File: src/rtl/fpa_pkg.sv
// ----------------------------------------------------------------------------
// fpa_pkg
// Shared widths, opcodes, pipeline beat type and saturation helper for the
// Q24.8 fixed-point ALU.
// ----------------------------------------------------------------------------
package fpa_pkg;

   localparam int FRAC_BITS = 8;
   localparam int DATA_W    = 32;
   localparam int NUM_W     = DATA_W + FRAC_BITS;
   localparam int PROD_W    = 2 * DATA_W;
   localparam int OP_W      = 4;

   localparam logic [OP_W-1:0] OP_ADD  = 4'd0;
   localparam logic [OP_W-1:0] OP_SUB  = 4'd1;
   localparam logic [OP_W-1:0] OP_MUL  = 4'd2;
   localparam logic [OP_W-1:0] OP_DIV  = 4'd3;
   localparam logic [OP_W-1:0] OP_LT   = 4'd4;
   localparam logic [OP_W-1:0] OP_GT   = 4'd5;
   localparam logic [OP_W-1:0] OP_LE   = 4'd6;
   localparam logic [OP_W-1:0] OP_GE   = 4'd7;
   localparam logic [OP_W-1:0] OP_EQ   = 4'd8;
   localparam logic [OP_W-1:0] OP_NE   = 4'd9;
   localparam logic [OP_W-1:0] OP_INC  = 4'd10;
   localparam logic [OP_W-1:0] OP_DEC  = 4'd11;
   localparam logic [OP_W-1:0] OP_MIN  = 4'd12;
   localparam logic [OP_W-1:0] OP_MAX  = 4'd13;
   localparam logic [OP_W-1:0] OP_FROM = 4'd14;
   localparam logic [OP_W-1:0] OP_TOI  = 4'd15;

   localparam logic signed [DATA_W-1:0] S_MAX = {1'b0, {(DATA_W-1){1'b1}}};
   localparam logic signed [DATA_W-1:0] S_MIN = {1'b1, {(DATA_W-1){1'b0}}};

   typedef struct packed {
      logic [OP_W-1:0]          op;
      logic signed [DATA_W-1:0] res;
      logic                     cmp;
      logic                     dz;
      logic                     neg;
      logic signed [PROD_W-1:0] prod;
      logic [DATA_W-1:0]        rem;
      logic [NUM_W-1:0]         num;
      logic [DATA_W-1:0]        den;
   } beat_type;

   function automatic logic signed [DATA_W-1:0] sat_mag(
      input logic [PROD_W-1:0] mag,
      input logic              neg
   );
      logic big;
      big = (mag >= (PROD_W'(1) << (DATA_W-1)));
      if (neg) begin
         sat_mag = big ? S_MIN : -$signed(mag[DATA_W-1:0]);
      end else begin
         sat_mag = big ? S_MAX : $signed(mag[DATA_W-1:0]);
      end
   endfunction

endpackage

File: src/rtl/fpa_front.sv
// ----------------------------------------------------------------------------
// fpa_front
// Decode stage: simple operations, compares, product and divider setup.
// ----------------------------------------------------------------------------
module fpa_front (
   input  logic                          clock,
   input  logic                          reset,
   input  logic                          in_valid,
   output logic                          in_ready,
   input  logic [fpa_pkg::OP_W-1:0]      in_op,
   input  logic signed [fpa_pkg::DATA_W-1:0] in_a,
   input  logic signed [fpa_pkg::DATA_W-1:0] in_b,
   output logic                          out_valid,
   input  logic                          out_ready,
   output fpa_pkg::beat_type             out_beat
);
   import fpa_pkg::*;

   logic                     valid_ff;
   beat_type                 beat_ff;
   beat_type                 beat_in;
   logic signed [DATA_W:0]   sum;
   logic signed [DATA_W:0]   dif;
   logic signed [NUM_W-1:0]  wide;
   logic [DATA_W-1:0]        mag_a;
   logic                     lt;

   assign in_ready  = !valid_ff || out_ready;
   assign out_valid = valid_ff;
   assign out_beat  = beat_ff;

   always_comb begin
      sum   = (DATA_W+1)'(in_a) + (DATA_W+1)'(in_b);
      dif   = (DATA_W+1)'(in_a) - (DATA_W+1)'(in_b);
      wide  = NUM_W'(in_a) <<< FRAC_BITS;
      lt    = in_a < in_b;
      mag_a = in_a[DATA_W-1] ? DATA_W'(-in_a) : DATA_W'(in_a);
      beat_in      = '0;
      beat_in.op   = in_op;
      beat_in.prod = PROD_W'(in_a) * PROD_W'(in_b);
      beat_in.num  = {mag_a, {FRAC_BITS{1'b0}}};
      beat_in.den  = in_b[DATA_W-1] ? DATA_W'(-in_b) : DATA_W'(in_b);
      beat_in.neg  = (in_op == OP_DIV) ? (in_a[DATA_W-1] ^ in_b[DATA_W-1])
                                       : 1'b0;
      unique case (in_op)
         OP_ADD: beat_in.res = (sum > (DATA_W+1)'(S_MAX)) ? S_MAX :
                               (sum < (DATA_W+1)'(S_MIN)) ? S_MIN : sum[DATA_W-1:0];
         OP_SUB: beat_in.res = (dif > (DATA_W+1)'(S_MAX)) ? S_MAX :
                               (dif < (DATA_W+1)'(S_MIN)) ? S_MIN : dif[DATA_W-1:0];
         OP_DIV: begin
            beat_in.dz  = (in_b == '0);
            beat_in.res = in_a[DATA_W-1] ? S_MIN : S_MAX;
         end
         OP_LT: beat_in.cmp = lt;
         OP_GT: beat_in.cmp = in_a > in_b;
         OP_LE: beat_in.cmp = !(in_a > in_b);
         OP_GE: beat_in.cmp = !lt;
         OP_EQ: beat_in.cmp = (in_a == in_b);
         OP_NE: beat_in.cmp = (in_a != in_b);
         OP_INC: beat_in.res = (in_a == S_MAX) ? S_MAX : in_a + DATA_W'(1);
         OP_DEC: beat_in.res = (in_a == S_MIN) ? S_MIN : in_a - DATA_W'(1);
         OP_MIN: beat_in.res = lt ? in_a : in_b;
         OP_MAX: beat_in.res = (in_a > in_b) ? in_a : in_b;
         OP_FROM: beat_in.res = (wide > NUM_W'(S_MAX)) ? S_MAX :
                                (wide < NUM_W'(S_MIN)) ? S_MIN : wide[DATA_W-1:0];
         OP_TOI: beat_in.res = in_a >>> FRAC_BITS;
         default: beat_in.res = '0;
      endcase
   end

   always_ff @(posedge clock) begin
      if (reset) begin
         valid_ff <= 1'b0;
      end else if (in_ready) begin
         valid_ff <= in_valid;
      end
      if (in_ready && in_valid) begin
         beat_ff <= beat_in;
      end
   end

endmodule

File: config.mk
export PLATFORM = sky130hd
export DESIGN_NAME = fpa_front
export DESIGN_NICKNAME = d
export VERILOG_FILES = /design/src/rtl/fpa_pkg.sv /design/src/rtl/fpa_front.sv
export SDC_FILE = /design/constraint.sdc
export NUM_CORES = 2
export LEC_CHECK = 0
export BUFFER_PORTS_ARGS = -buffer_cell sky130_fd_sc_hd__buf_2
export CAP_MARGIN = 5
export CORE_AREA = 2 2 307 370
export DETAILED_ROUTE_END_ITERATION = 10
export DIE_AREA = 0 0 309 372
export SLEW_MARGIN = 20
export SYNTH_ARGS = -nofsm -noshare
export SYNTH_HDL_FRONTEND = slang
export SYNTH_SLANG_ARGS = --single-unit
File: constraint.sdc
create_clock -name clock -period 8.98 [get_ports clock]
set_input_delay 0 -clock clock [delete_from_list [all_inputs] [get_ports clock]]
set_output_delay 0 -clock clock [all_outputs]
set_load 0.02 [all_outputs]
* Word level (Yosys, flattened, before mapping)
Index checks and enable logic that the tools add are counted.
** Word-level totals
- Input bits :: 72
- Bits in registers :: 168
- Output and inout bits :: 209
** Operators by class
- Multipliers :: 1
- Equality and inequality tests :: 18
- Magnitude comparators :: 8
- Reduce and logical (&&, ||, !) cells :: 7
- Muxes and demuxes :: 15
- Bitwise operators :: 1
- Add/subtract/negate cells :: 6
** Operator list (count)
- 2-to-1 mux 32 bit :: 11
- one-hot mux 32 bit (9 select lines) :: 1
- greater-than comparator 33 x 32 -> 1 bit, second input constant :: 2
- less-than comparator 33 x 32 -> 1 bit, second input constant :: 2
- equality test 32 bit, second input constant :: 2
- multiplier 32 x 32 -> 64 bit :: 1
- negation 32 bit :: 2
- 2-to-1 mux 31 bit :: 2
- greater-than comparator 40 x 32 -> 1 bit, second input constant :: 1
- less-than comparator 40 x 32 -> 1 bit, second input constant :: 1
- adder 32 x 32 -> 33 bit :: 1
- subtractor 32 x 32 -> 33 bit :: 1
- adder 32 x 2 -> 32 bit, second input constant :: 1
- equality test 32 bit :: 1
- equality test 4 bit, second input constant :: 8
- greater-than comparator 32 bit :: 1
- logical NOT 32 bit :: 1
- less-than comparator 32 bit :: 1
- != test 32 bit :: 1
- subtractor 32 x 2 -> 32 bit, second input constant :: 1
- equality test 4 x 3 -> 1 bit, second input constant :: 4
- one-hot mux 1 bit (6 select lines) :: 1
- equality test 4 x 1 -> 1 bit, second input constant :: 1
- equality test 4 x 2 -> 1 bit, second input constant :: 1
- other kinds (5) :: 7

* Logic depth before layout (Yosys ltp)
- Depth in word-level cells :: 5
- Depth in mapped cells :: 32
- Depth with buffers taken out :: 29

* Worst setup path before layout
OpenSTA, ideal clock, no wires.
- Kind :: input to register
- From :: input in_a[31] (netlist name)
- To :: register beat_ff, in the netlist out_beat[162], data pin
- Stages on the path :: 28
- Arrival time :: 7.794 ns
- Required time :: 8.711 ns
- Path buffers :: 3
- Library setup time :: 0.269 ns
- Slack :: 0.917 ns
- Cell sequence :: clkbuf_1 > clkbuf_1 > clkbuf_1 > nand2_1 > inv_1 > fa_1 > inv_1 > fa_1 > inv_1 > fa_1 > fa_1 > inv_1 > fa_1 > inv_1 > fa_1 > fa_1 > inv_1 > fa_1 > inv_1 > ha_1 > a21o_1 > a221o_1 > a21oi_1 > o21bai_1 > a41o_1 > a211oi_1 > o31ai_1 > xor2_1
** RTL lines
- start: declaration :: line fpa_front.sv:11 : input logic signed [fpa_pkg::DATA_W-1:0] in_a,
- end signal: assignment :: line fpa_front.sv:78 : beat_ff <= beat_in;
- end: declaration :: line fpa_front.sv:20 : beat_type beat_ff;

==> summary.txt <==
Status
  – Status: finished, final reports clean

Logic synthesis
  – Cell variety after synth: 82
  – Synth Area in XOR/XNOR: 4.05%
  – Synthesis Warnings: 0
  – Mux cell area share after synthesis: 1.00%
  – Fraction of registers with async set/reset: 0%
  – Syn Inst Count: 5419
  – Complex-gate fraction of the synthesized area: 8.10%
  – Adder-Cell Fraction of Synth Area: 50.0%
  – Most common flop cell mapped by yosys: edfxtp_1
  – EDFF count, synth: 167
  – Post-Synth Simple-Gate Area: 15.1%
  – Sequential fraction of the synthesis area: 10.1%
  – Mean post-synth cell area: 9.18 um^2
  – Cell Area, Synth: 49800 um^2
  – Largest family of logic cells by synthesized area: adder cells
  – Flops & latches, synth: 168

Die
  – DIE WIDTH: 309 um
  – Area of the die: 115000 um^2
  – Die Y: 372 um
  – Core box area: 112000 um^2
  – Row count: 135
  – Initial Utilization: 44.5%
  – Io pins: 281

Placed design
  – Number of I/O port buffers: 240
  – GP Congestion: 0.993
  – Hpwl dp: 143 mm
  – Area after DPL: 52800 um^2
  – Post-place setup slack: 342 ps

Clock tree
  – Clk pin slew, worst setup/hold paths: 80 ps
  – Clk_lat worst skew: 560 ps
  – H-tree depth: 4
  – Num CTS Buffers: 17
  – Clk sink count: 168
  – Post-CTS Setup Bufs: 0
  – CTS tree: done
  – Clock root buffer: clkbuf_16
  – Clock Path Buffers: 2

Setup path
  – Reg2reg start: out_valid
  – Critical path class: in2reg
  – Critical Path AT: 8870 ps
  – Setup crit start: in_b[20]
  – Crit path to: out_beat[162]
  – Setup crit start kind: input port
  – CP endpoint kind: flip-flop
  – CP required: 9290 ps
  – Worst-case reg-to-reg path depth: 3
  – Reg2reg end: out_beat[140]
  – Worst R2R Setup Slack: 6670 ps
  – Crit path max fanout: 23

Final layout
  – P&R area growth vs syn: 7.56%
  – Layout Nets: 6931
  – Register area: 5030 um^2
  – Area of the multi-input gates: 39100 um^2
  – Layout cells sized above 1: 9.07%
  – Fill cells: 10.9k
  – Final instance area: 53500 um^2

STA
  – Final Skew: 19.0 ps
  – Final period util: 95.3%
  – Setup TNS: 0 ps
  – RSZ-0062 raised after global routing: false
  – Fin. Hold Viols: 0
  – Slew HR: 22.9%
  – Period minus WS final: 8550 ps
  – Worst slew pin tran: 1150 ps
  – Crit path setup slack, layout: 426 ps
  – Max Fclk: 117 MHz
  – Worst hold slack: 40.1 ps
  – Max Slew Vio Count: 0
  – Final Setup Violations: 0

Route
  – # DRC: 0
  – Post-DRT Antenna Nets: 0
  – Vias: 38.7k
  – Final wirelength: 172 mm
  – 1st-pass router iterations: 7
  – Routed length per instance: 24.4 um
  – Vias per inst: 5.50
  – 1st-iter DRT viols: 3213

Global route
  – GRT overflow: 0
  – Total GRT Usage: 31.1%
  – Vias in the first global route: 41.1k
  – Largest net degree at the start of global routing: 67
  – First-pass GRT wire length: 262 mm
  – Initial antenna violation count: 16

Job
  – MaxCap Viol Count: 0

Hold path
  – Hold Path Class: in2reg
[per-layer routing]
layer  GRT usage (%)  wire length (um)  part of all wire, %  vias up
met5               0                13               0.0075        -
met3            4.31             10100                  5.8      415
met4            19.3             12400                  7.2        2
met1            37.5             64400                   37    20100
li1                -                 -                    -    16700
met2            52.7             85400                   50     1517
[placed cells by master, fill, tap and decap left out, types with 17 or more instances in the layout]
cell / count
o31ai_1: 19
a21oi_1: 162
inv_1: 1111
buf_4: 171
edfxtp_1: 167
fa_1: 1084
o211ai_1: 34
nor2_1: 172
conb_1: 40
ha_1: 252
and2_1: 428
buf_2: 239
nor2b_1: 19
a21o_1: 55
xnor2_1: 183
nand2_1: 652
mux2i_1: 25
a31oi_1: 17
or3_1: 21
o21ai_0: 117
xor2_1: 47
nand4_1: 40
mux2_2: 22
clkbuf_16: 17
nand3_1: 44
nor3_1: 43
a211oi_1: 26
nand2b_1: 40
[cell families (layout without fill, tap and decap cells)]
family                     Yosys count  in the layout
and+or+nand+nor                   1536           1536
buffers and inverters             1498           1575
adders and majority gates         1337           1337
AOI/OAI and AO/OA                  602            602
xor gates and xnor gates           230            230
DFF                                168            168
muxes                               47             47
other                                1             46
[Yosys cell counts (41+ instances only)]
cell type / number / area share [%]
inv_1: 1111 / 8.4
fa_1: 1084 / 44
nand2_1: 652 / 4.9
and2_1: 429 / 5.4
clkbuf_1: 287 / 2.2
ha_1: 252 / 6.3
xnor2_1: 183 / 3.2
nor2_1: 172 / 1.3
edfxtp_1: 167 / 10
a21oi_1: 162 / 1.6
o21ai_0: 117 / 1.2
a21o_1: 55 / 0.83
xor2_1: 47 / 0.83
nand3_1: 44 / 0.44
nor3_1: 43 / 0.43
buf_4: 41 / 0.62
[critical path, stage by stage]
cell and delay [ps]:
dlygate4sd3_1 590, buf_2 330, buf_4 400, nand2_1 140, fa_1 570, fa_1 450
fa_1 520, fa_1 580, fa_1 470, fa_1 530, fa_1 430, fa_1 520
inv_1 50, ha_1 360, a211oi_1 230, o21ai_0 160, a41oi_1 390, o2111ai_1 250
a221oi_1 400, buf_4 200, a21boi_1 70, buf_4 190, a41o_1 260, a211oi_1 330
buf_4 200, o31ai_1 80, xor2_1 160
[final cells by class]
type	instances	share of cell area (%)
repair buffers	429	5.06
diodes	6	0.0280
flip-flops and latches	168	9.41
multi-input cells	3792	73.1
inverters	1115	7.82
clock buffers	17	0.795
well taps	1507	3.52
clock inverters	14	0.306
[stage by stage]
stage / cells / util, %
after floorplan: 5458 / -
after global placement: 6997 / 47.2
after detailed placement: 6997 / 47.2
after CTS: 7042 / 47.9
after global routing: 7047 / 47.9
final: 7048 / 47.9
[repair_timing]
action | in CTS | in global routing
endpoints found under the setup margin | 0 | 3
gates resized for setup | 0 | 2
endpoints found under the hold margin | 14 | 0
hold buffers | 14 | 0
[worst min path at each step]
stage,startpoint,endpoint,slack (ps),depth (start not counted)
after detailed placement,reset,out_valid,160,2
after global placement,reset,out_valid,160,2
final,in_b[26],out_beat[26],40,2
after floorplan,reset,out_valid,70,1
after global routing,in_a[11],out_beat[51],60,2
after CTS,in_a[11],out_beat[51],10,2
[registers in the layout (all words and copies together) (netlist names)]
register   flops
out_valid      1
out_beat     167
Power is not shown: default switching activity piles up to over one toggle a cycle in this logic, so the estimate is an artifact.
