===== src/rtl/fpa_pkg.sv =====
// ----------------------------------------------------------------------------
// fpa_pkg
// Shared widths, opcodes, pipeline beat type and saturation helper for the
// Q24.8 fixed-point ALU.
// ----------------------------------------------------------------------------
package fpa_pkg;

   localparam int FRAC_BITS = 8;
   localparam int DATA_W    = 32;
   localparam int NUM_W     = DATA_W + FRAC_BITS;
   localparam int PROD_W    = 2 * DATA_W;
   localparam int OP_W      = 4;

   localparam logic [OP_W-1:0] OP_ADD  = 4'd0;
   localparam logic [OP_W-1:0] OP_SUB  = 4'd1;
   localparam logic [OP_W-1:0] OP_MUL  = 4'd2;
   localparam logic [OP_W-1:0] OP_DIV  = 4'd3;
   localparam logic [OP_W-1:0] OP_LT   = 4'd4;
   localparam logic [OP_W-1:0] OP_GT   = 4'd5;
   localparam logic [OP_W-1:0] OP_LE   = 4'd6;
   localparam logic [OP_W-1:0] OP_GE   = 4'd7;
   localparam logic [OP_W-1:0] OP_EQ   = 4'd8;
   localparam logic [OP_W-1:0] OP_NE   = 4'd9;
   localparam logic [OP_W-1:0] OP_INC  = 4'd10;
   localparam logic [OP_W-1:0] OP_DEC  = 4'd11;
   localparam logic [OP_W-1:0] OP_MIN  = 4'd12;
   localparam logic [OP_W-1:0] OP_MAX  = 4'd13;
   localparam logic [OP_W-1:0] OP_FROM = 4'd14;
   localparam logic [OP_W-1:0] OP_TOI  = 4'd15;

   localparam logic signed [DATA_W-1:0] S_MAX = {1'b0, {(DATA_W-1){1'b1}}};
   localparam logic signed [DATA_W-1:0] S_MIN = {1'b1, {(DATA_W-1){1'b0}}};

   typedef struct packed {
      logic [OP_W-1:0]          op;
      logic signed [DATA_W-1:0] res;
      logic                     cmp;
      logic                     dz;
      logic                     neg;
      logic signed [PROD_W-1:0] prod;
      logic [DATA_W-1:0]        rem;
      logic [NUM_W-1:0]         num;
      logic [DATA_W-1:0]        den;
   } beat_type;

   function automatic logic signed [DATA_W-1:0] sat_mag(
      input logic [PROD_W-1:0] mag,
      input logic              neg
   );
      logic big;
      big = (mag >= (PROD_W'(1) << (DATA_W-1)));
      if (neg) begin
         sat_mag = big ? S_MIN : -$signed(mag[DATA_W-1:0]);
      end else begin
         sat_mag = big ? S_MAX : $signed(mag[DATA_W-1:0]);
      end
   endfunction

endpackage


===== src/rtl/fpa_div_cell.sv =====
// ----------------------------------------------------------------------------
// fpa_div_cell
// One restoring divide step per cell; hands the beat to its neighbor.
// ----------------------------------------------------------------------------
module fpa_div_cell (
   input  logic              clock,
   input  logic              reset,
   input  logic              in_valid,
   output logic              in_ready,
   input  fpa_pkg::beat_type in_beat,
   output logic              out_valid,
   input  logic              out_ready,
   output fpa_pkg::beat_type out_beat
);
   import fpa_pkg::*;

   logic          valid_ff;
   beat_type      beat_ff;
   beat_type      beat_in;
   logic [DATA_W:0] trial;
   logic          fits;

   assign in_ready  = !valid_ff || out_ready;
   assign out_valid = valid_ff;
   assign out_beat  = beat_ff;

   always_comb begin
      trial   = {in_beat.rem, in_beat.num[NUM_W-1]};
      fits    = (trial >= {1'b0, in_beat.den});
      beat_in = in_beat;
      beat_in.rem = fits ? DATA_W'(trial - {1'b0, in_beat.den}) : trial[DATA_W-1:0];
      beat_in.num = {in_beat.num[NUM_W-2:0], fits};
   end

   always_ff @(posedge clock) begin
      if (reset) begin
         valid_ff <= 1'b0;
      end else if (in_ready) begin
         valid_ff <= in_valid;
      end
      if (in_ready && in_valid) begin
         beat_ff <= beat_in;
      end
   end

endmodule


===== config.mk =====
export PLATFORM = sky130hd
export DESIGN_NAME = fpa_div_cell
export DESIGN_NICKNAME = d
export VERILOG_FILES = /design/src/rtl/fpa_pkg.sv /design/src/rtl/fpa_div_cell.sv
export SDC_FILE = /design/constraint.sdc
export NUM_CORES = 1
export LEC_CHECK = 0
export ABC_AREA = 1
export BUFFER_PORTS_ARGS = -buffer_cell sky130_fd_sc_hd__buf_2
export CAP_MARGIN = 40
export CORE_AREA = 2 2 162 164
export DETAILED_ROUTE_END_ITERATION = 8
export DIE_AREA = 0 0 164 166
export PLACE_DENSITY = 0.74
export SYNTH_ARGS = -nofsm -noshare
export SYNTH_HDL_FRONTEND = slang
export SYNTH_SLANG_ARGS = --single-unit

===== constraint.sdc =====
create_clock -name clock -period 13.3 [get_ports clock]
set_clock_uncertainty 0.05 [all_clocks]
set_input_delay 1.33 -clock clock [delete_from_list [all_inputs] [get_ports clock]]
set_output_delay 1.33 -clock clock [all_outputs]
set_load 0.05 [all_outputs]

======== Word-level counts from Yosys, hierarchy flattened ========
Cells that the tools add are included.
Widths: inputs -> output; s select.
word-level totals
  flip-flop bits (word level) ............. 208
  latch bits .............................. 0
  memory bits (writable) .................. 0
  ROM bits ................................ 0
  input port bits ......................... 211
  output and inout bits ................... 209
  logic and storage cells ................. 16
  memories kept ........................... 0
operators by class
  add/sub/neg operators ................... 1
  multipliers ............................. 0
  divide/modulo/power cells ............... 0
  order comparisons ....................... 1
  equal/unequal tests ..................... 0
  shift operators ......................... 0
  mux-type cells .......................... 1
  bitwise operators ....................... 0
  reduce and logical (&&, ||, !) cells .... 3
operator list
  kind               number
  $ge 33x32->1       1
  $mux 32            1
  $sub 32x32->32     1
  $logic_and 1x1->1  1
  $logic_not 1->1    1
  $logic_or 1x1->1   1

======== Depth between registers and ports, before layout ========
Gate-level depths: netlist of the first run.
  depth in word-level cells ............... 3
  gate-level depth with buffers ........... 16
  mapped depth without buffers ............ 14

======== Worst setup path before layout of the first run ========
OpenSTA, ideal clock, no wires.
  path type ............................... input to register
  start ................................... in in_valid
  end ..................................... reg beat_ff, in the netlist out_beat[0] (enable)
  setup time .............................. 842 ps
  arrival ................................. 11,308 ps
  data required time ...................... 12,408 ps
  slack ................................... 1,100 ps
  stages .................................. 2
  buffers on the path ..................... 0
  cells stage by stage .................... inv_1 -> a21oi_1
on the way
  cells in the longest elaborated chain, start to end .. 1
ends and longest elaborated chain
  element                 RTL line            source
  start: declaration      fpa_div_cell.sv:8   input logic in_valid,
  $logic_and 1x1->1       fpa_div_cell.sv:41  if (in_ready && in_valid) begin
  end signal: assignment  fpa_div_cell.sv:42  beat_ff <= beat_in;
  end: declaration        fpa_div_cell.sv:18  beat_type beat_ff;
No other way between the ends.
A chain may end at the register's enable or synchronous reset.

==> results of run 1 <==
[per-stage QoR]
| stage | hold slack, ns | setup WS (ns) | total power [W] | std cells |
|---|---|---|---|---|
| floorplan | 1.02 | 1.10 | 0.00110 | 865 |
| global placement | 0.470 | 9.33 | 0.00120 | 1612 |
| detailed placement | 0.478 | 9.53 | 0.00120 | 1614 |
| CTS | 0.485 | 10.08 | 0.00185 | 1657 |
| global route | 0.526 | 9.82 | 0.00191 | 1660 |
| finish | 0.489 | 10.03 | 0.00183 | 1665 |
[sequential cells by signal (all words and copies together) (netlist names)]
name / cells
out_beat: 207
out_valid: 1
[final cells by class]
class,count,area share
Antenna cell,8,0.00157
Clock buffer,27,0.0497
Clock inverter,16,0.0105
Inverter,154,0.0453
Multi-Input combinational cell,493,0.201
Sequential cell,208,0.489
Tap cell,335,0.0329
Timing Repair Buffer,424,0.170
[final timing paths]
check	cells past startpoint	slack (ns)	startpoint	to
worst min-delay path	2	0.49	out_valid	out_valid
worst max-delay path	15	10.03	in_beat[3]	out_beat[73]
worst max register to register	3	10.78	out_valid	out_beat[24]
worst min register to register	2	0.49	out_valid	out_valid
[layout by cell type (no fill, tap or decap), types with 10 or more instances in the layout]
| cell type | count |
|---|---|
| nand2_1 | 278 |
| nand3_2 | 17 |
| nor2_1 | 37 |
| inv_1 | 151 |
| clkbuf_16 | 25 |
| nand3_1 | 51 |
| a21oi_1 | 22 |
| edfxtp_1 | 207 |
| nand3b_1 | 10 |
| xor2_1 | 13 |
| buf_2 | 419 |
| ha_1 | 32 |
[cells by family (layout without fill, tap and decap cells)]
| kind of cell | after synthesis | in the layout | share of synthesized area |
|---|---|---|---|
| XOR/XNOR | 14 | 14 | 0.0130 |
| AND/OR/NAND/NOR | 420 | 420 | 0.199 |
| adder cells (fa/ha/maj) | 33 | 33 | 0.0445 |
| AO/OA/AOI/OAI | 26 | 26 | 0.0140 |
| buffers and inverters | 164 | 621 | 0.0698 |
| other | 0 | 8 | 0 |
| flip-flops | 208 | 208 | 0.660 |
[power groups by stage]
stage	clock [W]	sequential [W]	combinational, W
6_report	0.000642	0.000791	0.000399
5_1_grt	0.000683	0.000795	0.000428
4_1_cts	0.000659	0.000791	0.000402
3_5_place_dp	0	0.000804	0.000400
3_3_place_gp	0	0.000804	0.000394
2_1_floorplan	0	0.000972	0.000125
[critical path: stages]
cell	delay (ns)
buf_2	0.09
inv_1	0.04
ha_1	0.39
nand2_2	0.15
inv_1	0.05
nand2_1	0.08
nand2_1	0.06
nand2_1	0.06
nand3_2	0.13
nand2_2	0.12
nand2_2	0.09
nand2_4	0.34
nand2_8	0.28
nand2_1	0.13
o21ai_0	0.09
[per-layer routing]
layer	wire, um	up-vias
li1	-	3720
met1	12300	3573
met2	15400	267
met3	3020	76
met4	1260	14
met5	90	-
==> results.toml, run 1 <==
[run_status]
status = "completed"

[clocking]
cts_sinks = 208
cts_max_path_buffers = 3
cts_setup_buffers = 0
worstSkewPairLatency_ns = 0.50
ctsResizeCount = 0
path_clk_slew_ns = 0.06
cts_buffers = 24
cts_tree = "yes"
root_buffer = "clkbuf_16"
cts_hold_buf = 0
htreeDepth = 1

[floorplanning]
die_area_um2 = 27200
start_util = 0.369
die_y_um = 166
die_w_um = 164
ios = 420
rows = 59
core-area_um2 = 25600

[synth]
synth_common_cells = "nand2_1, edfxtp_1, inv_1"
synth-main-ff-cell = "edfxtp_1"
synth_nets = 1109
synth_top_cell_area_share = 0.658
synthCells = 865
synthDistinctLibCells = 30
synth_area_leader_cell = "edfxtp_1"
yosys_register_bits = 208
ys_top_cells_by_area = "edfxtp_1, nand2_1, inv_1"
synth_area_um2 = 9450
syn_avg_cell_area_um2 = 10.9
ys_seq_area_frac = 0.660
synth_most_common_cell = "nand2_1"
async_reset_ff_frac = 0
yosysWarningCount = 0
synth-edff-count = 207

[global_route]
grt.busiest_layer = "met2"
met2_usage = 0.385
grt_overflow_total = 0
grt_util_met1 = 0.268
grt_pass1_wl_um = 46400
grt_max_degree = 69
antenna_found_initial = 16
grt_pass1_vias = 7732
use_met3 = 0.0759
grtUsageTotal = 0.229

[worst_setup_path]
crit_fanout = 35
start_kind = "input pin"
required_ns = 13.49
setup.worst_path.class = "in -> reg"
cp.arrival_ns = 3.46
worstSetupEndpointType = "flip-flop"

[power_and_ir_drop]
p_switching_w = 0.000573
vdd_drop_max_mv = 0.0989
pwr-share-comb = 0.218
internal-power_w = 0.00126
pwr-share-clk = 0.351
power_frac_seq = 0.432
p_leak_nw = 6.25
p_per_area_nw_per_um2 = 144
switching_share = 0.313

[timing]
min_period_ns = 3.27
fin_crit_sh = 0.246
drv_slew = 0
finalSetupTns_ns = 0
finalHoldViolations = 0
setup_viol = 0
slew_headroom = 0.403
fmax_ghz = 0.306
max_slew.worst_pin.slew_ns = 0.896
rsz0062_at_grt = "false"

[layout]
layout-drive-gt1-share = 0.373
area_growth_pct = 35.0
final_area_um2 = 12700
multi_input_area_um2 = 2560
seq_area_um2 = 6240
fin_nets = 1549
num-fill-cells = 2393
fin_util = 0.498

[routing]
viasPerCell = 4.59
dr.pass1.iters = 5
dr_total_vias = 7650
drt_iter0_drc = 587
wl_per_cell_um = 19.3
ant_nets = 0
drc = 0
drt-total-wl_um = 32100

[worst_hold_path]
hold_class = "reg -> reg"

[placement]
io_buffers = 419
placed_cell_area_um2 = 12000
dp.final_hpwl_um = 25600
gp_congestion = 0.936

[job]
maxCapViolations = 0
Power figures use the tool's default switching activity.
==> inputs of run 2 (changes only) <==
- clock period: 13.3 -> 3.05 ns (I/O delays scaled with it)
==> run 2 against run 1 <==
Routed wire length up 11%. Clock-buffer cell count up 2. Power rose to 4.6 times the previous value. Critical path depth unchanged. Largest cell class unchanged. Register-to-register slack worse by 9.3 ns. First-iteration DRC count up 9.4%. Sequential power rose to 4.4 times the previous value. Final cell count up 10%. Highest routed layer unchanged.
==> results.toml, run 2 (synthesis results as in run 1) <==
[layout]
final_common_cell = "buf_2"
fin_util = 0.569
seq_area_um2 = 6240
fin_nets = 1724
multi_input_area_um2 = 2560
layout-drive-gt1-share = 0.331
final_cell_mix = "buf_2, nand2_1, edfxtp_1"
area_growth_pct = 54.2
num-fill-cells = 2146
largest_reg_flops = 207

[global_route]
grt_pass1_vias = 8726
antenna_found_initial = 11
grt_overflow_total = 0
grt_pass1_wl_um = 51000
grt_max_degree = 106
grtUsageTotal = 0.251

[worst_hold_path]
min-delay-start = "in_beat[62]"
hold_class = "in -> reg"
worstHoldPathCells = 1
hold_end = "out_beat[63]"

[run_status]
status = "completed"

[routing]
dr.pass1.iters = 6
drt-total-wl_um = 35500
ant_nets = 0
viasPerCell = 4.68
dr_total_vias = 8608
drt_iter0_drc = 642
drc = 0
wl_per_cell_um = 19.3

[power_and_ir_drop]
finalPower_w = 0.00842
vdd_drop_max_mv = 0.440
p_leak_nw = 7.01
p_per_area_nw_per_um2 = 578

[worst_setup_path]
crit_fanout = 35
cp_num_buf_inv = 4
rr_worst_depth = 2
crit_slowest_cell = "dlygate4sd3_1"
setup.worst_path.class = "in -> reg"
crit_chain = "dlygate4sd3_1, buf_2, inv_1, ha_1, nand2_1, nor2_1, nand2_1, nor2_1, nand2_1, nand3_2, nor2_4, buf_16, nand2_8, nand2_1, o21ai_0"
crit_path_frequent_cell = "nand2_1"
worstSetupEndpointType = "flip-flop"
cp_top_family = "simple AND/OR/NAND/NOR gates"
cp.arrival_ns = 2.96
worst-r2r-setup-slack_ns = 1.53
start_kind = "input pin"
crit_path_max_incr_delay_ns = 0.57
rr_endpoint = "out_beat[6]"
required_ns = 3.25
r2r-start = "out_valid"

[clocking]
htreeDepth = 1
cts_tree = "yes"
cts_sinks = 208
cts_max_path_buffers = 3
root_buffer = "clkbuf_16"
ctsResizeCount = 0
cts_buffers = 24
path_clk_slew_ns = 0.06
worstSkewPairLatency_ns = 0.51
cts_setup_buffers = 0

[timing]
fmax_ghz = 0.363
slew_headroom = 0.597
setup_viol = 0
fin_crit_sh = 0.903
finalHoldViolations = 0
finalSetupTns_ns = 0
max_slew.worst_pin.slew_ns = 0.604
layout_setup_ws_ns = 0.295
min_period_ns = 2.75
rsz0062_at_grt = "false"
drv_slew = 0

[floorplanning]
ios = 420
rows = 59
die_w_um = 164
core-area_um2 = 25600
die_y_um = 166
die_area_um2 = 27200
start_util = 0.369

[placement]
gp_congestion = 0.896
io_buffers = 419
dp.final_hpwl_um = 25600
dp_slack_ns = 0.348

[job]
maxCapViolations = 0
run 2: cell type report:
class                   count  share of cell area
diodes                      6             0.00103
clock inverters            14              0.0123
well taps                 335              0.0288
repair buffers            599               0.270
inverters                 154              0.0397
multi-input cells         493               0.176
flip-flops and latches    208               0.428
clock buffers              29              0.0440
run 2: per-layer routing:
layer / up-vias / track usage / wire, um
met5: - / 0 / 81
met4: 12 / 0.105 / 1640
met3: 92 / 0.0539 / 2630
met2: 371 / 0.445 / 17500
met1: 4076 / 0.293 / 13700
li1: 4057 / - / -
run 2: worst max-delay path by stage:
stage,start,end,slack [ns],cells past startpoint
after floorplan,out_valid,out_beat[0],-1.34,1
after global placement,in_beat[28],out_beat[72],0.10,11
after detailed placement,in_beat[14],out_beat[72],0.35,14
after CTS,in_beat[14],out_beat[99],0.37,15
after global routing,in_beat[28],out_beat[73],0.11,15
final,in_beat[16],out_beat[72],0.30,15
run 2: power by group:
part / total (W) / switching (W) / internal [W]
Clock: 0.00301 / 0.00118 / 0.00184
Sequential: 0.00345 / 0.0000578 / 0.00339
Combinational: 0.00195 / 0.00136 / 0.000586
Total: 0.00842 / 0.00260 / 0.00582
run 2: stage by stage:
step / hold WS [ns] / cells / cell area, um2
after global placement: 0.420 / 1614 / 12000
after global routing: 0.00792 / 1836 / 14600
after detailed placement: 0.425 / 1615 / 12000
after CTS: 0.00231 / 1832 / 14500
after floorplan: 0.314 / 865 / 9460
final: 0.0187 / 1838 / 14600
run 2: what timing repair did:
action | CTS | global route
hold endpoints to repair | 174 | 0
endpoints found under the setup margin | 0 | 0
hold buffers | 174 | 0
run 2: worst reg2reg max path: stages (launching register included):
cell and delay [ns]:
dfxtp_4 0.36, a21oi_4 0.19, buf_12 0.47
