## src/rtl/fpa_pkg.sv

```systemverilog
// ----------------------------------------------------------------------------
// fpa_pkg
// Shared widths, opcodes, pipeline beat type and saturation helper for the
// Q24.8 fixed-point ALU.
// ----------------------------------------------------------------------------
package fpa_pkg;

   localparam int FRAC_BITS = 8;
   localparam int DATA_W    = 32;
   localparam int NUM_W     = DATA_W + FRAC_BITS;
   localparam int PROD_W    = 2 * DATA_W;
   localparam int OP_W      = 4;

   localparam logic [OP_W-1:0] OP_ADD  = 4'd0;
   localparam logic [OP_W-1:0] OP_SUB  = 4'd1;
   localparam logic [OP_W-1:0] OP_MUL  = 4'd2;
   localparam logic [OP_W-1:0] OP_DIV  = 4'd3;
   localparam logic [OP_W-1:0] OP_LT   = 4'd4;
   localparam logic [OP_W-1:0] OP_GT   = 4'd5;
   localparam logic [OP_W-1:0] OP_LE   = 4'd6;
   localparam logic [OP_W-1:0] OP_GE   = 4'd7;
   localparam logic [OP_W-1:0] OP_EQ   = 4'd8;
   localparam logic [OP_W-1:0] OP_NE   = 4'd9;
   localparam logic [OP_W-1:0] OP_INC  = 4'd10;
   localparam logic [OP_W-1:0] OP_DEC  = 4'd11;
   localparam logic [OP_W-1:0] OP_MIN  = 4'd12;
   localparam logic [OP_W-1:0] OP_MAX  = 4'd13;
   localparam logic [OP_W-1:0] OP_FROM = 4'd14;
   localparam logic [OP_W-1:0] OP_TOI  = 4'd15;

   localparam logic signed [DATA_W-1:0] S_MAX = {1'b0, {(DATA_W-1){1'b1}}};
   localparam logic signed [DATA_W-1:0] S_MIN = {1'b1, {(DATA_W-1){1'b0}}};

   typedef struct packed {
      logic [OP_W-1:0]          op;
      logic signed [DATA_W-1:0] res;
      logic                     cmp;
      logic                     dz;
      logic                     neg;
      logic signed [PROD_W-1:0] prod;
      logic [DATA_W-1:0]        rem;
      logic [NUM_W-1:0]         num;
      logic [DATA_W-1:0]        den;
   } beat_type;

   function automatic logic signed [DATA_W-1:0] sat_mag(
      input logic [PROD_W-1:0] mag,
      input logic              neg
   );
      logic big;
      big = (mag >= (PROD_W'(1) << (DATA_W-1)));
      if (neg) begin
         sat_mag = big ? S_MIN : -$signed(mag[DATA_W-1:0]);
      end else begin
         sat_mag = big ? S_MAX : $signed(mag[DATA_W-1:0]);
      end
   endfunction

endpackage

```

## src/rtl/fpa_back.sv

```systemverilog
// ----------------------------------------------------------------------------
// fpa_back
// Output stage: rounds and saturates multiply and divide, holds the result.
// ----------------------------------------------------------------------------
module fpa_back (
   input  logic                              clock,
   input  logic                              reset,
   input  logic                              in_valid,
   output logic                              in_ready,
   input  fpa_pkg::beat_type                 in_beat,
   output logic                              out_valid,
   input  logic                              out_ready,
   output logic signed [fpa_pkg::DATA_W-1:0] out_res,
   output logic                              out_cmp,
   output logic                              out_dz
);
   import fpa_pkg::*;

   logic                     valid_ff;
   logic signed [DATA_W-1:0] res_ff;
   logic                     cmp_ff;
   logic                     dz_ff;
   logic signed [DATA_W-1:0] res_in;
   logic [PROD_W-1:0]        pmag;
   logic [PROD_W-1:0]        pq;
   logic [PROD_W-1:0]        dq;
   logic                     up;

   assign in_ready  = !valid_ff || out_ready;
   assign out_valid = valid_ff;
   assign out_res   = res_ff;
   assign out_cmp   = cmp_ff;
   assign out_dz    = dz_ff;

   always_comb begin
      pmag = in_beat.prod[PROD_W-1] ? PROD_W'(-in_beat.prod) : PROD_W'(in_beat.prod);
      pq   = (pmag + (PROD_W'(1) << (FRAC_BITS-1))) >> FRAC_BITS;
      up   = ({in_beat.rem, 1'b0} >= {1'b0, in_beat.den});
      dq   = PROD_W'(in_beat.num) + PROD_W'(up);
      case (in_beat.op)
         OP_MUL:  res_in = sat_mag(pq, in_beat.prod[PROD_W-1]);
         OP_DIV:  res_in = in_beat.dz ? in_beat.res : sat_mag(dq, in_beat.neg);
         default: res_in = in_beat.res;
      endcase
   end

   always_ff @(posedge clock) begin
      if (reset) begin
         valid_ff <= 1'b0;
      end else if (in_ready) begin
         valid_ff <= in_valid;
      end
      if (in_ready && in_valid) begin
         res_ff <= res_in;
         cmp_ff <= in_beat.cmp;
         dz_ff  <= in_beat.dz;
      end
   end

endmodule

```

## config.mk

```make
export PLATFORM = sky130hd
export DESIGN_NAME = fpa_back
export DESIGN_NICKNAME = d
export VERILOG_FILES = /design/src/rtl/fpa_pkg.sv /design/src/rtl/fpa_back.sv
export SDC_FILE = /design/constraint.sdc
export NUM_CORES = 1
export LEC_CHECK = 0
export ABC_AREA = 1
export BUFFER_PORTS_ARGS = -buffer_cell sky130_fd_sc_hd__buf_2
export CORE_MARGIN = 4
export CORE_UTILIZATION = 50
export CTS_BUF_LIST = sky130_fd_sc_hd__clkbuf_4
export CTS_CLUSTER_SIZE = 8
export DETAILED_ROUTE_END_ITERATION = 8
export GPL_TIMING_DRIVEN = 0
export PLACE_DENSITY = 0.72
export SKIP_CTS_REPAIR_TIMING = 1
export SYNTH_ARGS = -nofsm -noshare
export SYNTH_HDL_FRONTEND = slang
export SYNTH_SLANG_ARGS = --single-unit
export TNS_END_PERCENT = 100
```

## constraint.sdc

```tcl
create_clock -name clock -period 10.3 [get_ports clock]
set_input_delay 2.06 -clock clock [delete_from_list [all_inputs] [get_ports clock]]
set_output_delay 2.06 -clock clock [all_outputs]
set_load 0.02 [all_outputs]
```

---- Yosys cells after proc, flatten, opt, wreduce, memory -nomap -nowiden ----
Index checks and enable logic that the tools add are counted.
Widths: inputs -> output; s select.
storage, ports and cells
  logic and storage cells ................. 26
  memories ................................ 0
  bits in latches ......................... 0
  memory bits (read-only) ................. 0
  register bits after elaboration ......... 35
  memory bits (writable) .................. 0
cells by class
  multiply operators ...................... 0
  bitwise logic cells ..................... 0
  multiplexer cells ....................... 9
  reduce and logical (&&, ||, !) cells .... 3
  equality and inequality tests ........... 2
  shifts and indexed selects .............. 0
  $lt $le $gt $ge ......................... 3
  $add $sub $neg .......................... 5
  divide/modulo/power cells ............... 0
operators with widths
  kind                   number
  $mux 32                7
  $add 64x8->64 const B  1
  $mux 64                1
  $neg 32->32            2
  $neg 64->64            1
  $pmux 32 s2            1
  $ge 56x32->1 const B   1
  $add 40x1->41          1
  $ge 41x32->1 const B   1
  $ge 33x32->1           1
  $eq 4x2->1 const B     2
  $logic_and 1x1->1      1
  $logic_not 1->1        1
  $logic_or 1x1->1       1

---- Longest topological paths before layout ----
Gate-level depths: netlist (run 1).
  depth after elaboration ................. 7
  depth in mapped cells ................... 31

---- Least setup slack after synthesis (run 1) ----
No wires, ideal clock.
  path type ............................... input to register
  start point ............................. input in_beat[31] in the netlist's numbering
  end point ............................... register res_ff[29], in the netlist out_res[29], data pin
  data arrival time ....................... 5.888 ns
  stages .................................. 29
  buffers on the path ..................... 0
  path slack .............................. 4.157 ns
  path through ............................ inv_1 -> ha_1 -> inv_1 -> nor2_1 -> inv_1 -> nor3_1 -> nor4b_1 -> nand2_1 -> o211ai_1 -> ha_1 -> ha_1 -> nand2_1 -> nor2_1 -> nand3_1 -> xor2_1 -> nor3_1 -> nand3_1 -> nor2_1 -> nand4_1 -> nor2_1 -> nand2_1 -> nor3_1 -> nand2_1 -> nand2_1 -> nand3_1 -> nand2_1 -> nand3_1 -> a21oi_1 -> nand2_1
between the ends
  cells in the longest elaborated chain, start to end .. 7
  elaborated cells on any way between the ends .. 9
ends and longest elaborated chain
  item                                                RTL line                      RTL
  from (decl)                                         fpa_back.sv:10                input fpa_pkg::beat_type in_beat,
  $ge 33x32->1 *                                      fpa_back.sv:38                up = ({in_beat.rem, 1'b0} >= {1'b0, in_beat.den});
  $add 40x1->41 *                                     fpa_back.sv:39                dq = PROD_W'(in_beat.num) + PROD_W'(up);
  $ge 41x32->1 / $neg 32->32 (equally long branches)  fpa_pkg.sv:51, fpa_pkg.sv:53
  $mux 32 (on tied branches)                          fpa_pkg.sv:55, fpa_pkg.sv:53
  $mux 32 *                                           fpa_pkg.sv:52                 if (neg) begin
  $mux 32 *                                           fpa_back.sv:42                OP_DIV: res_in = in_beat.dz ? in_beat.res : sat_mag(dq, in_beat.neg);
  $pmux 32 s2 *                                       fpa_back.sv:40                case (in_beat.op)
  via res_in[29]                                      fpa_back.sv:23                logic signed [DATA_W-1:0] res_in;
  to (signal assigned)                                fpa_back.sv:54                res_ff <= res_in;
  to (decl)                                           fpa_back.sv:20                logic signed [DATA_W-1:0] res_ff;
The timed path passes the listed nets; every way through them passes the cells marked *.
A chain may end at the register's enable or synchronous reset.

---- Worst setup path after layout (run 1) ----
Ends and elaborated chain as after synthesis.

==> results.json, run 1 <==
{
  "via_per_inst": 5.64,
  "clock_latency_ns": 0.32,
  "die_w_um": 159,
  "crit_arrival_ns": 7.43,
  "ys_types": 47,
  "drt-wirelength-per-cell_um": 17.2,
  "ios": 247,
  "crit_path_start": "in_beat[31]",
  "power_frac_clock": 0.104,
  "maxCapViolCount": 0,
  "hold_violations": 0,
  "setup_viol": 0,
  "postRouteWirelength_mm": 47.6,
  "internal_power_uw": 328,
  "p_sw_frac": 0.498,
  "required_ns": 10.38,
  "p_sw_uw": 326,
  "cp-end-kind": "register",
  "status": "finished clean",
  "area_growth_pct": 14.6,
  "synth_top_area_cell": "nand2_1",
  "clock_skew_ns": 0.00587,
  "syn_area_um2": 11400,
  "timing.hold.ws_ns": 0.537,
  "rsz0062_at_grt": "no",
  "grt.overflow.total": 0,
  "synth_top_area_share": 0.234,
  "slowest_delay_ns": 0.49,
  "tightest_slew_ns": 0.808,
  "ys_warn_count": 0,
  "worst-path-max-fanout": 6,
  "root_buffer": "clkbuf_4",
  "synth_area_leaders": "nand2_1 23%, nor2_1 12%, inv_1 9.7%",
  "first_global_vias": 14300,
  "cts-buffers-inserted": 5,
  "ctsLongestPathBuffers": 2,
  "ys_ff_latch": 35,
  "antenna_found_initial": 0,
  "slew_viol_final": 0,
  "drive_above_1_share": 0.170,
  "drt_iter0_drc": 1467,
  "avgSynthCellArea_um2": 5.13,
  "finalPower_uw": 654,
  "grt_first_pass_wirelength_mm": 73.9,
  "cts_htree_levels": 2,
  "fillers": 2481,
  "clock_sinks": 35,
  "finalNetCount": 2730,
  "grt_max_degree": 26,
  "fin_setup_tns_ns": 0,
  "max-vdd-ir-drop_mv": 0.0446,
  "place_congestion": 1.04,
  "period_minus_slack_ns": 7.36,
  "layout_commonest_cell": "nand2_1",
  "path_clk_slew_ns": 0.09,
  "combPwrFrac": 0.633,
  "start_util": 0.506,
  "hpwlAfterDp_mm": 41.4,
  "p_per_area_nw_per_um2": 49.9,
  "min_from": "out_valid",
  "io_buffer_count": 245,
  "post_dp_cell_area_um2": 13100,
  "syn-instance-count": 2230,
  "synth-seq-area-share": 0.0911,
  "leakage_nw": 6.51,
  "row_count": 55,
  "drc": 0,
  "die_y_um": 159,
  "start_kind": "input pin",
  "n_antenna_cell": 0,
  "dr.pass1.iters": 6,
  "fmax_mhz": 136,
  "worstSetupPathType": "in -> reg",
  "core_um2": 22600,
  "final_area_um2": 13100,
  "worst_path_most_repeated_cell": "nand2_1",
  "stdcell_count": 2769,
  "die-area_um2": 25300,
  "cts_tree": "yes",
  "syn-num-nets": 2477,
  "pwr-share-seq": 0.264,
  "vias": 15600,
  "dp.cells": 2761,
  "r2r_start": "out_valid",
  "cp_slowest_cell": "nor4b_1",
  "ant_nets": 0,
  "hold_path.class": "reg -> reg",
  "track_usage": 0.356,
  "post-route-period-util": 0.714,
  "relSlewSlack": 0.454,
  "final_cell_mix": "712 x nand2_1, 371 x nor2_1, 294 x inv_1"
}
==> routing by layer <==
metal | GRT usage | share of wire
met1 | 0.447 | 0.40
met2 | 0.614 | 0.46
met3 | 0.0417 | 0.085
met4 | 0.156 | 0.053
met5 | 0 | 0
==> per-stage QoR <==
| step | worst slack, ns | utilization |
|---|---|---|
| 2_1_floorplan | 4.16 | - |
| 3_3_place_gp | 2.82 | 0.577 |
| 3_5_place_dp | 2.74 | 0.578 |
| 4_1_cts | 3.06 | 0.581 |
| 5_1_grt | 2.41 | 0.581 |
| 6_report | 2.94 | 0.581 |
==> area by class of cell <==
cell class,instances,area (um^2),share of cell area
repair buffers,246,1250,0.0957
inverters,304,1140,0.0871
flip-flops and latches,35,1040,0.0794
clock buffers,6,45.0,0.00344
well taps,285,357,0.0272
plain buffers,49,265,0.0202
clock inverters,2,7.51,0.000573
multi-input cells,1842,8990,0.686
==> power groups by stage <==
stage	sequential, mW	clock (mW)	combinational [mW]
global route	0.173	0.0757	0.455
global placement	0.176	0	0.395
CTS	0.172	0.0693	0.405
finish	0.172	0.0679	0.414
detailed placement	0.176	0	0.404
floorplan	0.188	0	0.236
==> critical path: cells and delay by family <==
kind | cells | cell delay (ns)
xor gates and xnor gates | 1 | 0.26
buffers and inverters | 4 | 0.23
adders and majority gates | 3 | 0.70
AOI/OAI and AO/OA | 2 | 0.43
and+or+nand+nor | 20 | 3.72
==> Yosys cell counts, drive strengths merged <==
master  instances
o21bai          3
nor4b           2
nand2         759
xnor2          12
buf            30
clkbuf         19
inv           303
nor4            8
nand4          63
o221ai          1
xor2           39
nor2          427
a21oi          85
nand3b         26
o21ai          72
ha             36
or2             4
clkinv          1
o21a            1
o31ai           9
or3             1
dfxtp           1
o41ai           1
nor3b           1
edfxtp         34
a211oi          1
and2            3
o211ai         10
a22oi           9
nand3         224
a31oi           3
nor3           42
==> sequential cells by signal, summed over array words and instances (netlist names) <==
name / count
out_res: 32
out_cmp: 1
out_dz: 1
out_valid: 1
==> worst paths after layout <==
kind,end,slack (ns),cells after the start
worst max-delay path,out_res[29],2.94,30
worst min-delay path,out_valid,0.54,2
worst max register to register,out_res[19],9.04,2
worst min register to register,out_valid,0.54,2
==> cells by family after synthesis <==
group           count (synthesis)  synth area share
buf+inv                       353             0.123
flops                          35            0.0911
simple gates                 1560             0.606
xor+xnor                       51            0.0391
fa+ha+maj                      36            0.0394
compound gates                195             0.101
Note: power is estimated with default switching activity, not from simulation.
==> run 2, diff against run 1 <==
Settings changed: PLACE_DENSITY 0.72 to 0.75.
Clock period 10.3 ns to 6.1 ns, I/O delays scaled along.
==> run 2 against run 1 <==
Combinational power rose by 71%; routed wire length rose by 1.7%; die area did not move; hold slack improved by 0.014 ns; clock power rose by 75%.
==> results.json, run 2 (synthesis results as in run 1) <==
{
  "finalNetCount": 2732,
  "drt-wirelength-per-cell_um": 17.5,
  "crit_arrival_ns": 5.80,
  "dp_slack_ns": -0.676,
  "post_dp_cell_area_um2": 13100,
  "max-vdd-ir-drop_mv": 0.0713,
  "ios": 247,
  "area_growth_pct": 15.9,
  "fillers": 2424,
  "cts_htree_levels": 2,
  "setup_viol": 0,
  "place_congestion": 0.999,
  "worstSetupPathType": "in -> reg",
  "dr.pass1.iters": 6,
  "met2_usage": 0.630,
  "leakage_nw": 6.55,
  "crit_end": "out_res[7]",
  "crit_path_start": "in_beat[15]",
  "cp-end-kind": "register",
  "dp.cells": 2761,
  "clock_skew_ns": 0.00544,
  "cts-buffers-inserted": 5,
  "hold_violations": 0,
  "combPwrFrac": 0.635,
  "io_buffer_count": 245,
  "fmax_mhz": 175,
  "hpwlAfterDp_mm": 41.9,
  "fin_ws_ns": 0.372,
  "final_cell_mix": "712 x nand2_1, 367 x nor2_1, 294 x inv_1",
  "gr-max-usage-layer": "met2",
  "track_usage": 0.361,
  "path_clk_slew_ns": 0.10,
  "p_per_area_nw_per_um2": 84.4,
  "drc": 0,
  "root_buffer": "clkbuf_4",
  "ant_nets": 0,
  "layout_commonest_cell": "nand2_1",
  "die_y_um": 159,
  "grt.overflow.total": 0,
  "slew_viol_final": 0,
  "relSlewSlack": 0.567,
  "rr_worst_depth": 2,
  "p_sw_frac": 0.503,
  "finalPower_mw": 1.12,
  "antenna_found_initial": 6,
  "row_count": 55,
  "hold_path.class": "reg -> reg",
  "r2r_end": "out_res[5]",
  "required_ns": 6.18,
  "drive_above_1_share": 0.179,
  "vias": 15600,
  "die-area_um2": 25300,
  "r2r_start": "out_valid",
  "post-route-period-util": 0.939,
  "grt_max_degree": 21,
  "grt_first_pass_wirelength_mm": 74.7,
  "status": "finished clean",
  "die_w_um": 159,
  "internal_power_uw": 556,
  "period_minus_slack_ns": 5.73,
  "finalCoreUtilization": 0.587,
  "final_area_um2": 13200,
  "clock_sinks": 35,
  "power_frac_clock": 0.106,
  "drt_iter0_drc": 1643,
  "stdcell_count": 2772,
  "pwr-share-seq": 0.259,
  "via_per_inst": 5.62,
  "grtUsageMet3": 0.0497,
  "maxCapViolCount": 0,
  "start_util": 0.506,
  "tightest_slew_ns": 0.648,
  "rrSetupSlack_ns": 4.77,
  "first_global_vias": 14400,
  "p_sw_uw": 562,
  "largest_reg_flops": 32,
  "start_kind": "input pin",
  "grt_util_met1": 0.447,
  "postRouteWirelength_mm": 48.4,
  "clock_latency_ns": 0.32,
  "ctsLongestPathBuffers": 2,
  "cts_tree": "yes",
  "worst-path-max-fanout": 10,
  "core_um2": 22600
}
==> run 2: routing by layer <==
| layer | vias up | wire, um |
|---|---|---|
| met2 | 792 | 22600 |
| met4 | 10 | 2390 |
| li1 | 7656 | - |
| met3 | 165 | 4000 |
| met1 | 6967 | 19400 |
| met5 | - | 64 |
==> run 2: worst max-delay path, stage by stage <==
cell      delay [ns]
buf_2           0.07
inv_1           0.03
ha_1            0.34
nand4_1         0.12
or3_1           0.35
nor4_1          0.18
nand2_1         0.08
o211ai_1        0.19
ha_1            0.25
nand3_1         0.17
nor3_4          0.20
nand2_1         0.14
nor2_2          0.18
nand3_2         0.15
nor2_4          0.18
nand3_1         0.09
nor2_1          0.14
xor2_1          0.08
nor2_1          0.08
nand2_1         0.05
nor2_1          0.18
nand2_1         0.15
buf_2           0.22
buf_2           0.22
o21ai_0         0.17
nand3_1         0.16
a21oi_1         0.29
o21ai_2         0.10
==> run 2: area by class of cell <==
type,count,area (um^2),area share
Inverter,304,1140,0.0861
Tap cell,285,357,0.0269
Buffer,49,265,0.0200
Timing Repair Buffer,248,1270,0.0958
Antenna cell,1,2.50,0.000189
Clock buffer,6,45.0,0.00340
Clock inverter,2,7.51,0.000567
Multi-Input combinational cell,1842,9120,0.688
Sequential cell,35,1040,0.0786
==> run 2: power groups by stage <==
stage               Clock, mW  Combinational, mW  Sequential (mW)
CTS                     0.119              0.688            0.289
global route            0.128              0.777            0.291
global placement            0              0.671            0.295
detailed placement          0              0.685            0.295
floorplan                   0              0.399            0.317
finish                  0.119              0.710            0.289
==> run 2: worst min-delay path by stage <==
stage,start,endpoint,slack (ns),cells past startpoint
6_report,out_valid,out_valid,0.55,2
3_5_place_dp,out_valid,out_valid,0.54,2
4_1_cts,out_valid,out_valid,0.55,2
3_3_place_gp,out_valid,out_valid,0.48,2
5_1_grt,out_valid,out_valid,0.59,2
2_1_floorplan,out_valid,out_valid,0.71,2
==> run 2: stage by stage <==
step           hold slack [ns]  setup TNS, ns
4_1_cts                  0.554          -2.16
3_3_place_gp             0.478          -8.54
3_5_place_dp             0.538         -11.29
6_report                 0.551              0
2_1_floorplan            0.705              0
5_1_grt                  0.588       -0.00150
